==> src/design/dpq_pkg.sv <==
// Package for the deduplicating priority queue: field widths, command and
// cell-operation codes, slot entry, cell control and neighbor link structs.
// No dependencies.
package dpq_pkg;

  localparam int ID_W   = 16;
  localparam int PRI_W  = 2;
  localparam int TIME_W = 48;
  localparam int OCC_W  = 5;

  typedef enum logic [1:0] {
    CMD_PUSH  = 2'd0,
    CMD_POP   = 2'd1,
    CMD_SWEEP = 2'd2,
    CMD_NOP   = 2'd3
  } cmd_t;

  // what every cell does in a cycle
  typedef enum logic [1:0] {
    OP_HOLD   = 2'd0,
    OP_MARK   = 2'd1,
    OP_REMOVE = 2'd2,
    OP_INSERT = 2'd3
  } op_t;

  typedef enum logic {
    ST_IDLE = 1'b0,
    ST_WORK = 1'b1
  } state_t;

  typedef struct packed {
    logic [ID_W-1:0]   id;
    logic [PRI_W-1:0]  pri;
    logic [TIME_W-1:0] exp;
  } entry_t;

  // broadcast from controller to all cells
  typedef struct packed {
    op_t               op;
    cmd_t              cmd;
    logic [ID_W-1:0]   id;
    logic [PRI_W-1:0]  pri;
    logic [TIME_W-1:0] exp;
    logic [TIME_W-1:0] now;
  } ctl_t;

  // what a cell shows its neighbors
  typedef struct packed {
    entry_t entry;
    logic   valid;
    logic   kill;
    logic   cond;
    logic   pre;
  } link_t;

  // chain summary back to the controller
  typedef struct packed {
    logic   any_kill;
    logic   ins_ok;
    logic   head_valid;
    entry_t head;
  } sts_t;

endpackage

==> src/design/dpq_channels.sv <==
// Valid/ready channel interfaces for the command and result words.
// Depends on dpq_pkg.
interface dpq_in_if;
  import dpq_pkg::*;
  logic              valid;
  logic              ready;
  logic [1:0]        cmd;
  logic [ID_W-1:0]   item_id;
  logic [PRI_W-1:0]  item_priority;
  logic [TIME_W-1:0] expire_at_ms;
  logic [TIME_W-1:0] now_ms;

  modport source(output valid, cmd, item_id, item_priority, expire_at_ms, now_ms,
                 input ready);
  modport sink(input valid, cmd, item_id, item_priority, expire_at_ms, now_ms,
               output ready);
endinterface

interface dpq_out_if;
  import dpq_pkg::*;
  logic              valid;
  logic              ready;
  logic              accepted;
  logic              item_valid;
  logic [ID_W-1:0]   out_id;
  logic [PRI_W-1:0]  out_priority;
  logic [TIME_W-1:0] out_expire_at_ms;
  logic [OCC_W-1:0]  occupancy;

  modport source(output valid, accepted, item_valid, out_id, out_priority,
                 out_expire_at_ms, occupancy, input ready);
  modport sink(input valid, accepted, item_valid, out_id, out_priority,
               out_expire_at_ms, occupancy, output ready);
endinterface

==> src/design/dedup_priority_queue.sv <==
// Deduplicating bounded priority queue built as a row of slot cells.
// Push marks any entry with the same id, pop marks the head, sweep marks expired
// entries; the cell row then drops one marked slot per cycle, and last a push
// inserts its entry at its priority place and the result word is written.
// Result word is registered; a new command is taken while it waits.
// Synchronous active-low reset empties the queue; slot contents are not cleared.
module dedup_priority_queue #(
  parameter int CAPACITY        = 16,
  parameter int ID_BITS         = 16,
  parameter int PRIORITY_LEVELS = 4
) (
  input logic       clk,
  input logic       rst_n,
  dpq_in_if.sink    in_ch,
  dpq_out_if.source out_ch
);
  import dpq_pkg::*;

  ctl_t                ctl;
  sts_t                sts;
  link_t               lnk     [CAPACITY];
  link_t               left_l  [CAPACITY];
  link_t               right_l [CAPACITY];
  logic [CAPACITY-1:0] vld;
  logic [CAPACITY-1:0] order_bad;

  dpq_ctrl #(
    .CAPACITY        (CAPACITY),
    .ID_BITS         (ID_BITS),
    .PRIORITY_LEVELS (PRIORITY_LEVELS)
  ) u_ctrl (
    .clk    (clk),
    .rst_n  (rst_n),
    .in_ch  (in_ch),
    .out_ch (out_ch),
    .sts    (sts),
    .ctl    (ctl)
  );

  for (genvar k = 0; k < CAPACITY; k++) begin : g_cell
    if (k == 0) begin : g_first
      // head sees a valid, never-lower neighbor with no marks before it
      assign left_l[k] = '{entry: '0, valid: 1'b1, kill: 1'b0, cond: 1'b0, pre: 1'b0};
      assign order_bad[k] = 1'b0;
    end else begin : g_mid
      assign left_l[k] = lnk[k-1];
      assign order_bad[k] = vld[k] && (lnk[k].entry.pri > lnk[k-1].entry.pri);
    end
    if (k == CAPACITY - 1) begin : g_last
      assign right_l[k] = '0;
    end else begin : g_inner
      assign right_l[k] = lnk[k+1];
    end

    dpq_cell u_cell (
      .clk       (clk),
      .rst_n     (rst_n),
      .ctl       (ctl),
      .is_head   (k == 0),
      .left_lnk  (left_l[k]),
      .right_lnk (right_l[k]),
      .lnk       (lnk[k])
    );

    assign vld[k] = lnk[k].valid;
  end

  assign sts.any_kill   = lnk[CAPACITY-1].pre;
  assign sts.ins_ok     = lnk[CAPACITY-1].cond;
  assign sts.head_valid = lnk[0].valid;
  assign sts.head       = lnk[0].entry;

  a_packed_front: assert property (@(posedge clk) disable iff (!rst_n)
    ((vld + CAPACITY'(1)) & vld) == '0)
    else $error("occupied slots not contiguous from the head");

  a_sorted: assert property (@(posedge clk) disable iff (!rst_n)
    order_bad == '0)
    else $error("slot priorities out of order");

  a_remove_one: assert property (@(posedge clk) disable iff (!rst_n)
    ctl.op == OP_REMOVE |=> $countones(vld) == $countones($past(vld)) - 1)
    else $error("remove step did not drop exactly one slot");

endmodule

==> src/design/dpq_cell.sv <==
// One queue slot: holds an entry, its valid bit and a pending-removal mark,
// and shifts toward either neighbor on remove/insert. Depends on dpq_pkg.
module dpq_cell (
  input  logic           clk,
  input  logic           rst_n,
  input  dpq_pkg::ctl_t  ctl,
  input  logic           is_head,
  input  dpq_pkg::link_t left_lnk,
  input  dpq_pkg::link_t right_lnk,
  output dpq_pkg::link_t lnk
);
  import dpq_pkg::*;

  entry_t entry_r, entry_nxt;
  logic   valid_r, valid_nxt;
  logic   kill_r, kill_nxt;
  logic   cond;
  logic   pre;
  logic   mark_kill;

  // insertion point: empty slot or strictly lower priority than the new entry
  assign cond = !valid_r || (ctl.pri > entry_r.pri);
  // set at and after the first marked slot
  assign pre  = left_lnk.pre || (valid_r && kill_r);

  assign lnk.entry = entry_r;
  assign lnk.valid = valid_r;
  assign lnk.kill  = kill_r;
  assign lnk.cond  = cond;
  assign lnk.pre   = pre;

  always_comb begin
    unique case (ctl.cmd)
      CMD_PUSH:  mark_kill = valid_r && (ctl.id != '0) && (ctl.id == entry_r.id);
      CMD_POP:   mark_kill = valid_r && is_head;
      CMD_SWEEP: mark_kill = valid_r && (entry_r.exp != '0) && (ctl.now >= entry_r.exp);
      CMD_NOP:   mark_kill = 1'b0;
    endcase
  end

  always_comb begin
    entry_nxt = entry_r;
    valid_nxt = valid_r;
    kill_nxt  = kill_r;
    unique case (ctl.op)
      OP_HOLD: begin
      end
      OP_MARK: begin
        kill_nxt = mark_kill;
      end
      OP_REMOVE: begin
        if (pre) begin
          entry_nxt = right_lnk.entry;
          valid_nxt = right_lnk.valid;
          kill_nxt  = right_lnk.kill;
        end
      end
      OP_INSERT: begin
        kill_nxt = 1'b0;
        if (cond) begin
          if (left_lnk.cond) begin
            entry_nxt = left_lnk.entry;
            valid_nxt = left_lnk.valid;
          end else begin
            entry_nxt = '{id: ctl.id, pri: ctl.pri, exp: ctl.exp};
            valid_nxt = 1'b1;
          end
        end
      end
    endcase
  end

  always_ff @(posedge clk) begin
    if (!rst_n) begin
      valid_r <= 1'b0;
      kill_r  <= 1'b0;
    end else begin
      valid_r <= valid_nxt;
      kill_r  <= kill_nxt;
    end
  end

  always_ff @(posedge clk) begin
    entry_r <= entry_nxt;
  end

endmodule

==> src/design/dpq_ctrl.sv <==
// Command sequencer: takes command words, drives the cell row, keeps the
// fill count and the registered result word. Depends on dpq_pkg, dpq_channels.
module dpq_ctrl #(
  parameter int CAPACITY        = 16,
  parameter int ID_BITS         = 16,
  parameter int PRIORITY_LEVELS = 4
) (
  input  logic          clk,
  input  logic          rst_n,
  dpq_in_if.sink        in_ch,
  dpq_out_if.source     out_ch,
  input  dpq_pkg::sts_t sts,
  output dpq_pkg::ctl_t ctl
);
  import dpq_pkg::*;

  localparam int CNT_W = $clog2(CAPACITY + 1);
  localparam logic [CNT_W-1:0] CAP_CNT = CNT_W'(CAPACITY);
  localparam logic [ID_W-1:0] ID_MASK =
    (ID_BITS >= ID_W) ? {ID_W{1'b1}} : ID_W'((64'd1 << ID_BITS) - 64'd1);
  localparam int PRI_MAX = PRIORITY_LEVELS - 1;

  state_t            state_r, state_nxt;
  cmd_t              cmd_r;
  logic [ID_W-1:0]   id_r;
  logic [PRI_W-1:0]  pri_r;
  logic [TIME_W-1:0] exp_r;
  logic [CNT_W-1:0]  count_r, count_nxt;
  logic              pop_valid_r;
  entry_t            pop_entry_r;

  logic              out_valid_r;
  logic              acc_r;
  logic              ival_r;
  entry_t            oent_r;
  logic [OCC_W-1:0]  occ_r;

  logic              accept;
  logic              out_free;
  logic              finish;
  logic [ID_W-1:0]   id_in;
  logic [PRI_W-1:0]  pri_in;

  assign accept   = in_ch.valid && in_ch.ready;
  assign out_free = !out_valid_r || out_ch.ready;
  assign id_in    = in_ch.item_id & ID_MASK;

  always_comb begin
    if (int'(in_ch.item_priority) > PRI_MAX) begin
      pri_in = PRI_W'(PRI_MAX);
    end else begin
      pri_in = in_ch.item_priority;
    end
  end

  // next state
  always_comb begin
    state_nxt = state_r;
    unique case (state_r)
      ST_IDLE: begin
        if (accept) state_nxt = ST_WORK;
      end
      ST_WORK: begin
        if (!sts.any_kill && out_free) state_nxt = ST_IDLE;
      end
    endcase
  end

  // outputs
  always_comb begin
    in_ch.ready = 1'b0;
    finish      = 1'b0;
    ctl.op      = OP_HOLD;
    ctl.cmd     = cmd_r;
    ctl.id      = id_r;
    ctl.pri     = pri_r;
    ctl.exp     = exp_r;
    ctl.now     = in_ch.now_ms;
    unique case (state_r)
      ST_IDLE: begin
        in_ch.ready = 1'b1;
        ctl.cmd     = cmd_t'(in_ch.cmd);
        ctl.id      = id_in;
        ctl.pri     = pri_in;
        ctl.exp     = in_ch.expire_at_ms;
        if (accept) ctl.op = OP_MARK;
      end
      ST_WORK: begin
        // one marked slot leaves per cycle, then the insert and the result
        if (sts.any_kill) begin
          ctl.op = OP_REMOVE;
        end else if (out_free) begin
          finish = 1'b1;
          if (cmd_r == CMD_PUSH && sts.ins_ok) ctl.op = OP_INSERT;
        end
      end
    endcase
  end

  always_comb begin
    count_nxt = count_r;
    if (ctl.op == OP_REMOVE) begin
      count_nxt = count_r - CNT_W'(1);
    end else if (ctl.op == OP_INSERT && count_r != CAP_CNT) begin
      count_nxt = count_r + CNT_W'(1);
    end
  end

  always_ff @(posedge clk) begin
    if (!rst_n) begin
      state_r     <= ST_IDLE;
      count_r     <= '0;
      out_valid_r <= 1'b0;
    end else begin
      state_r <= state_nxt;
      count_r <= count_nxt;
      if (finish) begin
        out_valid_r <= 1'b1;
      end else if (out_ch.ready) begin
        out_valid_r <= 1'b0;
      end
    end
  end

  always_ff @(posedge clk) begin
    if (accept) begin
      cmd_r       <= cmd_t'(in_ch.cmd);
      id_r        <= id_in;
      pri_r       <= pri_in;
      exp_r       <= in_ch.expire_at_ms;
      pop_valid_r <= (cmd_t'(in_ch.cmd) == CMD_POP) && sts.head_valid;
      pop_entry_r <= sts.head;
    end
    if (finish) begin
      acc_r  <= (ctl.op == OP_INSERT);
      ival_r <= pop_valid_r;
      oent_r <= pop_valid_r ? pop_entry_r : '0;
      occ_r  <= OCC_W'(count_nxt);
    end
  end

  assign out_ch.valid            = out_valid_r;
  assign out_ch.accepted         = acc_r;
  assign out_ch.item_valid       = ival_r;
  assign out_ch.out_id           = oent_r.id;
  assign out_ch.out_priority     = oent_r.pri;
  assign out_ch.out_expire_at_ms = oent_r.exp;
  assign out_ch.occupancy        = occ_r;

  a_count_bound: assert property (@(posedge clk) disable iff (!rst_n)
    count_r <= CAP_CNT)
    else $error("fill count above capacity");

  a_push_pop_excl: assert property (@(posedge clk) disable iff (!rst_n)
    out_valid_r |-> !(acc_r && ival_r))
    else $error("result word both stored and popped");

  a_stored_nonempty: assert property (@(posedge clk) disable iff (!rst_n)
    finish && ctl.op == OP_INSERT |=> occ_r != '0 || CNT_W > OCC_W)
    else $error("stored entry but occupancy zero");

endmodule
==> src/flat_wrapper.sv <==
// flat-port wrapper written by rule: the top's interface ports become plain ports
module dedup_priority_queue_flat import dpq_pkg::*;
#(
  parameter int CAPACITY        = 16,
  parameter int ID_BITS         = 16,
  parameter int PRIORITY_LEVELS = 4
)
  (clk, rst_n, in_ch_valid, in_ch_cmd, in_ch_item_id, in_ch_item_priority, in_ch_expire_at_ms, in_ch_now_ms, in_ch_ready, out_ch_valid, out_ch_accepted, out_ch_item_valid, out_ch_out_id, out_ch_out_priority, out_ch_out_expire_at_ms, out_ch_occupancy, out_ch_ready);
  dpq_in_if in_ch_i ();
  dpq_out_if out_ch_i ();
  input logic clk;
  input logic rst_n;
  input wire logic [$bits(in_ch_i.valid)-1:0] in_ch_valid;
  input wire logic [$bits(in_ch_i.cmd)-1:0] in_ch_cmd;
  input wire logic [$bits(in_ch_i.item_id)-1:0] in_ch_item_id;
  input wire logic [$bits(in_ch_i.item_priority)-1:0] in_ch_item_priority;
  input wire logic [$bits(in_ch_i.expire_at_ms)-1:0] in_ch_expire_at_ms;
  input wire logic [$bits(in_ch_i.now_ms)-1:0] in_ch_now_ms;
  output wire logic [$bits(in_ch_i.ready)-1:0] in_ch_ready;
  output wire logic [$bits(out_ch_i.valid)-1:0] out_ch_valid;
  output wire logic [$bits(out_ch_i.accepted)-1:0] out_ch_accepted;
  output wire logic [$bits(out_ch_i.item_valid)-1:0] out_ch_item_valid;
  output wire logic [$bits(out_ch_i.out_id)-1:0] out_ch_out_id;
  output wire logic [$bits(out_ch_i.out_priority)-1:0] out_ch_out_priority;
  output wire logic [$bits(out_ch_i.out_expire_at_ms)-1:0] out_ch_out_expire_at_ms;
  output wire logic [$bits(out_ch_i.occupancy)-1:0] out_ch_occupancy;
  input wire logic [$bits(out_ch_i.ready)-1:0] out_ch_ready;
  assign in_ch_i.valid = in_ch_valid;
  assign in_ch_i.cmd = in_ch_cmd;
  assign in_ch_i.item_id = in_ch_item_id;
  assign in_ch_i.item_priority = in_ch_item_priority;
  assign in_ch_i.expire_at_ms = in_ch_expire_at_ms;
  assign in_ch_i.now_ms = in_ch_now_ms;
  assign in_ch_ready = in_ch_i.ready;
  assign out_ch_valid = out_ch_i.valid;
  assign out_ch_accepted = out_ch_i.accepted;
  assign out_ch_item_valid = out_ch_i.item_valid;
  assign out_ch_out_id = out_ch_i.out_id;
  assign out_ch_out_priority = out_ch_i.out_priority;
  assign out_ch_out_expire_at_ms = out_ch_i.out_expire_at_ms;
  assign out_ch_occupancy = out_ch_i.occupancy;
  assign out_ch_i.ready = out_ch_ready;
  dedup_priority_queue #(.CAPACITY(CAPACITY), .ID_BITS(ID_BITS), .PRIORITY_LEVELS(PRIORITY_LEVELS)) u_core (.clk(clk), .rst_n(rst_n), .in_ch(in_ch_i), .out_ch(out_ch_i));
endmodule
==> config.mk <==
export PLATFORM = sky130hd
export DESIGN_NAME = dedup_priority_queue_flat
export DESIGN_NICKNAME = d
export VERILOG_FILES = /design/src/design/dpq_pkg.sv /design/src/design/dpq_channels.sv /design/src/design/dedup_priority_queue.sv /design/src/design/dpq_cell.sv /design/src/design/dpq_ctrl.sv /design/src/flat_wrapper.sv
export SDC_FILE = /design/constraint.sdc
export NUM_CORES = 2
export LEC_CHECK = 0
export BUFFER_PORTS_ARGS = -buffer_cell sky130_fd_sc_hd__buf_2
export CORE_MARGIN = 5
export CORE_UTILIZATION = 50
export CTS_CLUSTER_SIZE = 12
export DETAILED_ROUTE_END_ITERATION = 10
export HOLD_SLACK_MARGIN = 0.12
export PLACE_DENSITY = 0.69
export SLEW_MARGIN = 0
export SYNTH_ARGS = -nofsm -noshare
export SYNTH_HDL_FRONTEND = slang
export SYNTH_SLANG_ARGS = --single-unit
==> constraint.sdc <==
create_clock -name clk -period 9.6 [get_ports clk]
set_clock_uncertainty 0.2 [all_clocks]
set_input_delay 0 -clock clk [delete_from_list [all_inputs] [get_ports clk]]
set_output_delay 0 -clock clk [all_outputs]
set_load 0.03 [all_outputs]
=== Word level (Yosys, flattened, before mapping) ===
Index checks and enable logic that the tools add are counted.

* Add/subtract/negate cells: 2
* Order comparisons: 32
* Equal/unequal tests: 56
* Mux-type cells: 190
* Bitwise logic cells: 1
* Reduce and logical (&&, ||, !) cells: 190

{| class="wikitable"
|+ Operator list
! kind !! number
|-
| $mux W66 || 47
|-
| $pmux W66 S2 || 16
|-
| $ge A48 B48 Y1 || 16
|-
| $reduce_bool A48 Y1 || 16
|-
| $eq A16 B16 Y1 || 16
|-
| $pmux W1 S3 || 31
|-
| $logic_and A1 B1 Y1 || 85
|-
| $mux W1 || 71
|-
| $mux W68 || 1
|-
| $ne A2 B2 Y1 const B || 32
|-
| $reduce_and A3 Y1 || 16
|-
| $pmux W1 S2 || 17
|-
| $gt A2 B2 Y1 || 16
|-
| $logic_or A1 B1 Y1 || 32
|-
| $reduce_and A2 Y1 || 16
|-
| $logic_not A1 Y1 || 18
|-
| $reduce_bool A16 Y1 || 1
|-
| $mux W5 || 2
|-
| $eq A2 B2 Y1 const B || 4
|-
| $eq A2 B1 Y1 const B || 3
|-
| $mux W2 || 3
|-
| $add A5 B1 Y5 const B || 1
|-
| $ne A5 B5 Y1 const B || 1
|-
| $sub A5 B1 Y5 const B || 1
|-
| other kinds (7) || 9
|}

* Register bits after elaboration: 1303
* Output and inout bits: 75
* Logic and storage cells: 568

=== Depth between registers and ports, before layout ===
* Depth in word-level cells: 22
* Gate-level depth with buffers: 20
* Mapped depth without buffers: 14

=== Modules after synthesis ===
Synthesis repeated with hierarchy kept, for this count alone.

* Cells, all modules: 8930
* Area, all modules: 89827.4 µm²

{| class="wikitable"
|+ Modules (own cells, without submodules)
! module !! times used !! cells each !! area each (µm²) !! seq. area each (µm²)
|-
| dpq_cell || 16 || 529 || 5091.1 || 2021.9
|-
| dpq_ctrl || 1 || 464 || 8361.8 || 6386.1
|-
| dedup_priority_queue || 1 || 2 || 7.5 || 0.0
|}

=== Least setup slack after synthesis ===
OpenSTA, ideal clock, no wires.

* Kind: register -> register
* Start: reg u_core.u_ctrl.state_r
* End: reg u_core.g_cell[14].u_cell.entry_r (netlist bit u_core.g_cell[14].u_cell.lnk[10]) (enable)
* Setup time: 0.591 ns
* Data arrival time: 8.515 ns
* Slack: 0.295 ns
* Cell stages (with the launch flop): 16
* Path buffers: 6
* Cells stage by stage: dfxtp_1 buf_2 buf_6 buf_2 buf_2 mux2i_1 clkbuf_1 ha_1 nand2_1 o21ai_0 a211oi_2 nand2_4 clkinv_2 nor2_4 buf_2 a211oi_1

* Cells in the longest elaborated chain, start to end: 11
* Elaborated cells on any way between the ends: 20
* Those cells by class: order compare: 2; eq/ne: 4; mux: 7; bitwise: 1; reduce/logical: 6

{| class="wikitable"
|+ Ends and longest elaborated chain
! item !! line !! source
|-
| start, declared || dpq_ctrl.sv:23 || <nowiki>state_t state_r, state_nxt;</nowiki>
|-
| start signal, assigned || dpq_ctrl.sv:115 || <nowiki>state_r <= state_nxt;</nowiki>
|-
| $mux W68 || dpq_ctrl.sv:79 || <nowiki>unique case (state_r)</nowiki>
|-
| $gt A2 B2 Y1 || dpq_cell.sv:22 || <nowiki>assign cond = !valid_r || (ctl.pri > entry_r.pri);</nowiki>
|-
| $logic_or A1 B1 Y1 || dpq_cell.sv:22 ||
|-
| $logic_and A1 B1 Y1 || dpq_ctrl.sv:94 || <nowiki>if (cmd_r == CMD_PUSH && sts.ins_ok) ctl.op = OP_INSERT;</nowiki>
|-
| $mux W2 || dpq_ctrl.sv:94 ||
|-
| $mux W2 || dpq_ctrl.sv:92 || <nowiki>end else if (out_free) begin</nowiki>
|-
| $mux W2 || dpq_ctrl.sv:90 || <nowiki>if (sts.any_kill) begin</nowiki>
|-
| $pmux W2 S2 || dpq_ctrl.sv:79 ||
|-
| $eq A2 B2 Y1 || dpq_cell.sv:45 || <nowiki>unique case (ctl.op)</nowiki>
|-
| $ne A2 B2 Y1 (no source line) or $reduce_bool A2 Y1 (tied branches) || -- ||
|-
| $reduce_and A3 Y1 (no source line) (*) || -- ||
|-
| end signal, assigned || dpq_cell.sv:84 || <nowiki>entry_r <= entry_nxt;</nowiki>
|-
| end, declared || dpq_cell.sv:14 || <nowiki>entry_t entry_r, entry_nxt;</nowiki>
|}

Mark *: on every way between the ends. The rest lies on a longest branch, timed or not.
A chain may end at the register's enable or synchronous reset.

==> qor.yml <==
outcome:
  status: "finished, final reports clean"
die:
  fp.dieH_um: 424
  start_util_pct: 50.1
  die_width_um: 424
  die_area_sq_um: 180000
  coreArea_sq_um: 171000
  row_count: 152
  io_pins: 195
synth:
  ys_ff_latch: 1303
  synth_area_leaders: "edfxtp_1 (44%), ha_1 (12%), a21oi_1 (6.8%)"
  yosysWarningCount: 0
  yosysSeqAreaShare_pct: 45.2
  synth_top_area_share_pct: 44.3
  netlist_area_sq_um: 85700
  synth_enable_flop_cells: 1264
  avgSynthCellArea_sq_um: 8.94
  ys_types: 88
  ys.flop_type: "edfxtp_1"
  syn_inst: 9591
  synth_top_cell_by_area: "edfxtp_1"
  synth_nets: 10500
  async_reset_ff_share_pct: 0
cells_and_area:
  seqCellArea_sq_um: 38700
  drive_above_1_share_pct: 7.42
  multi_input_area_sq_um: 42400
  final_cell_count_no_fill: 12100
  nFillCells: 15100
  area_delta_synth_final_pct: 11.7
  finalInstanceArea_sq_um: 95800
  fin_nets: 10600
global_routing:
  grt_max_degree: 313
  use_met2_pct: 52.1
  met3_usage_pct: 7.10
  grt_pass1_wl_mm: 460
  busiest_layer: "met2"
  overflow: 0
  antenna_found_initial: 17
  grt_pass1_vias: 72700
  grt_usage_pct: 33.8
  met1_usage_pct: 42.8
clocking:
  htree_levels: 4
  cts_inserted_buffers: 153
  cts_sinks: 1303
  clock_path_buffers: 3
  clk_pin_slew_worst_paths_ns: 0.06
  cts-root-buf: "clkbuf_16"
  post-cts-setup-buffers: 0
  clk_latency_ns: 0.83
  cts_tree: "built"
timing:
  slew_violations: 0
  setup_tns_ns: 0
  maxSlewHeadroom_pct: 11.6
  rsz0062_at_grt: "no"
  finalCritPeriodShare_pct: 72.7
  hold_viol: 0
  setup_violations: 0
  period_needed_ns: 6.98
  tightest_slew_ns: 1.31
  max_freq_ghz: 0.143
  finalWorstSetupSlack_ns: 2.62
drt:
  finalWirelength_mm: 315
  antenna_left: 0
  first_pass_iters: 8
  remaining_drc_errors: 0
  drtIter0Drc: 10300
  num_vias: 76300
  avgRoutedWirePerCell_um: 26.1
  vias_per_cell: 6.32
critical_path:
  cp.arrival_ns: 7.28
  ff2ff_setup_slack_ns: 2.62
  crit_fanout: 251
  crit_required_ns: 9.90
  crit_type: "reg2reg"
  worstSetupStartpointType: "flip-flop"
  crit_path_end_kind: "flip-flop"
place:
  post-place-ws_ns: 2.89
  dpl_cell_area_sq_um: 89400
  portBuffers: 194
  gp_congestion: 1.04
  place_inst: 11600
  dpl.hpwl_mm: 224
power:
  pwr-share-clk_pct: 36.4
  p_int_w: 0.0110
  pwr-share-seq_pct: 45.0
  comb_power_share_pct: 18.6
  finalPower_w: 0.0160
  p_sw_share_pct: 31.0
  switchingPower_w: 0.00495
  pwr_density_cell_nw_per_um2: 167
  power_leakage_nw: 40.1
  vdd_drop_max_mv: 0.141
run:
  maxCapViolations: 0
min_path:
  min_path_type: "in2reg"
==> sequential cells by signal, summed over array words and instances (netlist names), 16 cells and up <==
name	cells
u_core.u_ctrl.exp_r	48
u_core.u_ctrl.out_ch.out_id	16
u_core.g_cell.u_cell.valid_r	16
u_core.g_cell.u_cell.lnk	1056
u_core.g_cell.u_cell.kill_r	16
u_core.u_ctrl.out_ch.out_expire_at_ms	48
u_core.u_ctrl.id_r	16
u_core.u_ctrl.pop_entry_r	66
==> power groups by stage <==
| stage | clock network (W) | logic (W) | registers (W) |
|---|---|---|---|
| floorplan | 0 | 0.00180 | 0.00715 |
| global placement | 0 | 0.00272 | 0.00726 |
| detailed placement | 0 | 0.00284 | 0.00727 |
| CTS | 0.00584 | 0.00290 | 0.00715 |
| global route | 0.00608 | 0.00323 | 0.00719 |
| finish | 0.00581 | 0.00297 | 0.00718 |
==> metal layers <==
metal  routed length, um  vias to the layer above
met5                  76                        -
met4               25600                        8
met3               34100                     1037
met2              138000                     4660
met1              117000                    36200
li1                    -                    34300
==> worst paths after layout <==
kind                                      to  depth (start not counted)                             from
min reg2reg    u_core.u_ctrl.pop_entry_r[64]                          0  u_core.g_cell[0].u_cell.lnk[68]
max reg2reg  u_core.g_cell[5].u_cell.lnk[22]                         12            u_core.u_ctrl.state_r
min          u_core.g_cell[0].u_cell.lnk[46]                          5           in_ch_expire_at_ms[42]
max          u_core.g_cell[5].u_cell.lnk[22]                         12            u_core.u_ctrl.state_r
==> final cells by class <==
type	instances	area share (%)
well taps	2233	2.92
clock buffers	195	4.26
clock inverters	78	0.779
repair buffers	532	4.17
flip-flops and latches	1303	40.5
inverters	794	3.12
diodes	11	0.0287
multi-input cells	6913	44.3
==> what timing repair did <==
action / in CTS / in global routing
endpoints found under the setup margin: 0 / 0
hold buffers: 155 / 0
gates resized for setup: 0 / 0
endpoints found under the hold margin: 1327 / 0
==> placed cells by master, fill, tap and decap left out, types with 112 or more instances in the layout <==
| master | n |
|---|---|
| a21o_1 | 178 |
| a21oi_1 | 1153 |
| buf_2 | 194 |
| buf_4 | 175 |
| clkbuf_16 | 156 |
| dlygate4sd3_1 | 155 |
| edfxtp_1 | 1264 |
| ha_1 | 802 |
| inv_1 | 790 |
| nand2_1 | 1137 |
| nand4_1 | 200 |
| nor2_1 | 1094 |
| nor4_1 | 221 |
| o21ai_0 | 1136 |
| xnor2_1 | 148 |
| xor2_1 | 112 |
==> critical path: stages (launching register included) <==
cell and delay [ns]:
dfxtp_4 0.35, buf_4 0.70, mux2i_4 0.33, buf_4 0.37
ha_1 0.22, nor2b_1 0.04, o21ai_0 0.25, a211oi_2 0.21
nand2_8 0.58, buf_12 0.60, buf_4 0.97, buf_4 0.97
o21ai_0 0.29
==> cell usage after synthesis, types with 9 or more instances <==
master     instances
o211ai_1          22
clkbuf_1         434
and4_1            17
a21oi_1         1157
nand2_1         1151
mux2i_1           65
nor2_1          1094
a211oi_2          13
dfxtp_1           39
o31ai_1           14
nand4_1          200
a211o_1            9
ha_1             802
a21o_1           178
edfxtp_1        1264
xnor2_1          148
nor3_1            40
o221ai_1          10
xor2_1           112
nand3_1           72
a311oi_1          10
buf_4             11
o21ai_0         1137
a211oi_1          93
a2111oi_0         21
nor4_1           248
o2111ai_1         12
a31oi_1           13
o21a_1            10
nor2b_1           41
nand2b_1          22
and2_1            75
inv_1            790
buf_2            126
a221oi_1          12
==> through the flow <==
step           hold WS [ns]  util [%]
6_report              0.170      55.9
5_1_grt               0.182      55.9
4_1_cts               0.120      55.9
3_5_place_dp       -0.00320      52.2
2_1_floorplan        -0.101         -
3_3_place_gp       -0.00682      52.2
==> cells by family after synthesis <==
logic type      synth area share (%)
compound gates                  18.0
xor+xnor                        2.66
fa+ha+maj                       11.7
buf+inv                         6.33
flops                           45.2
mux                            0.807
simple gates                    15.3
Power figures use the tool's default switching activity.
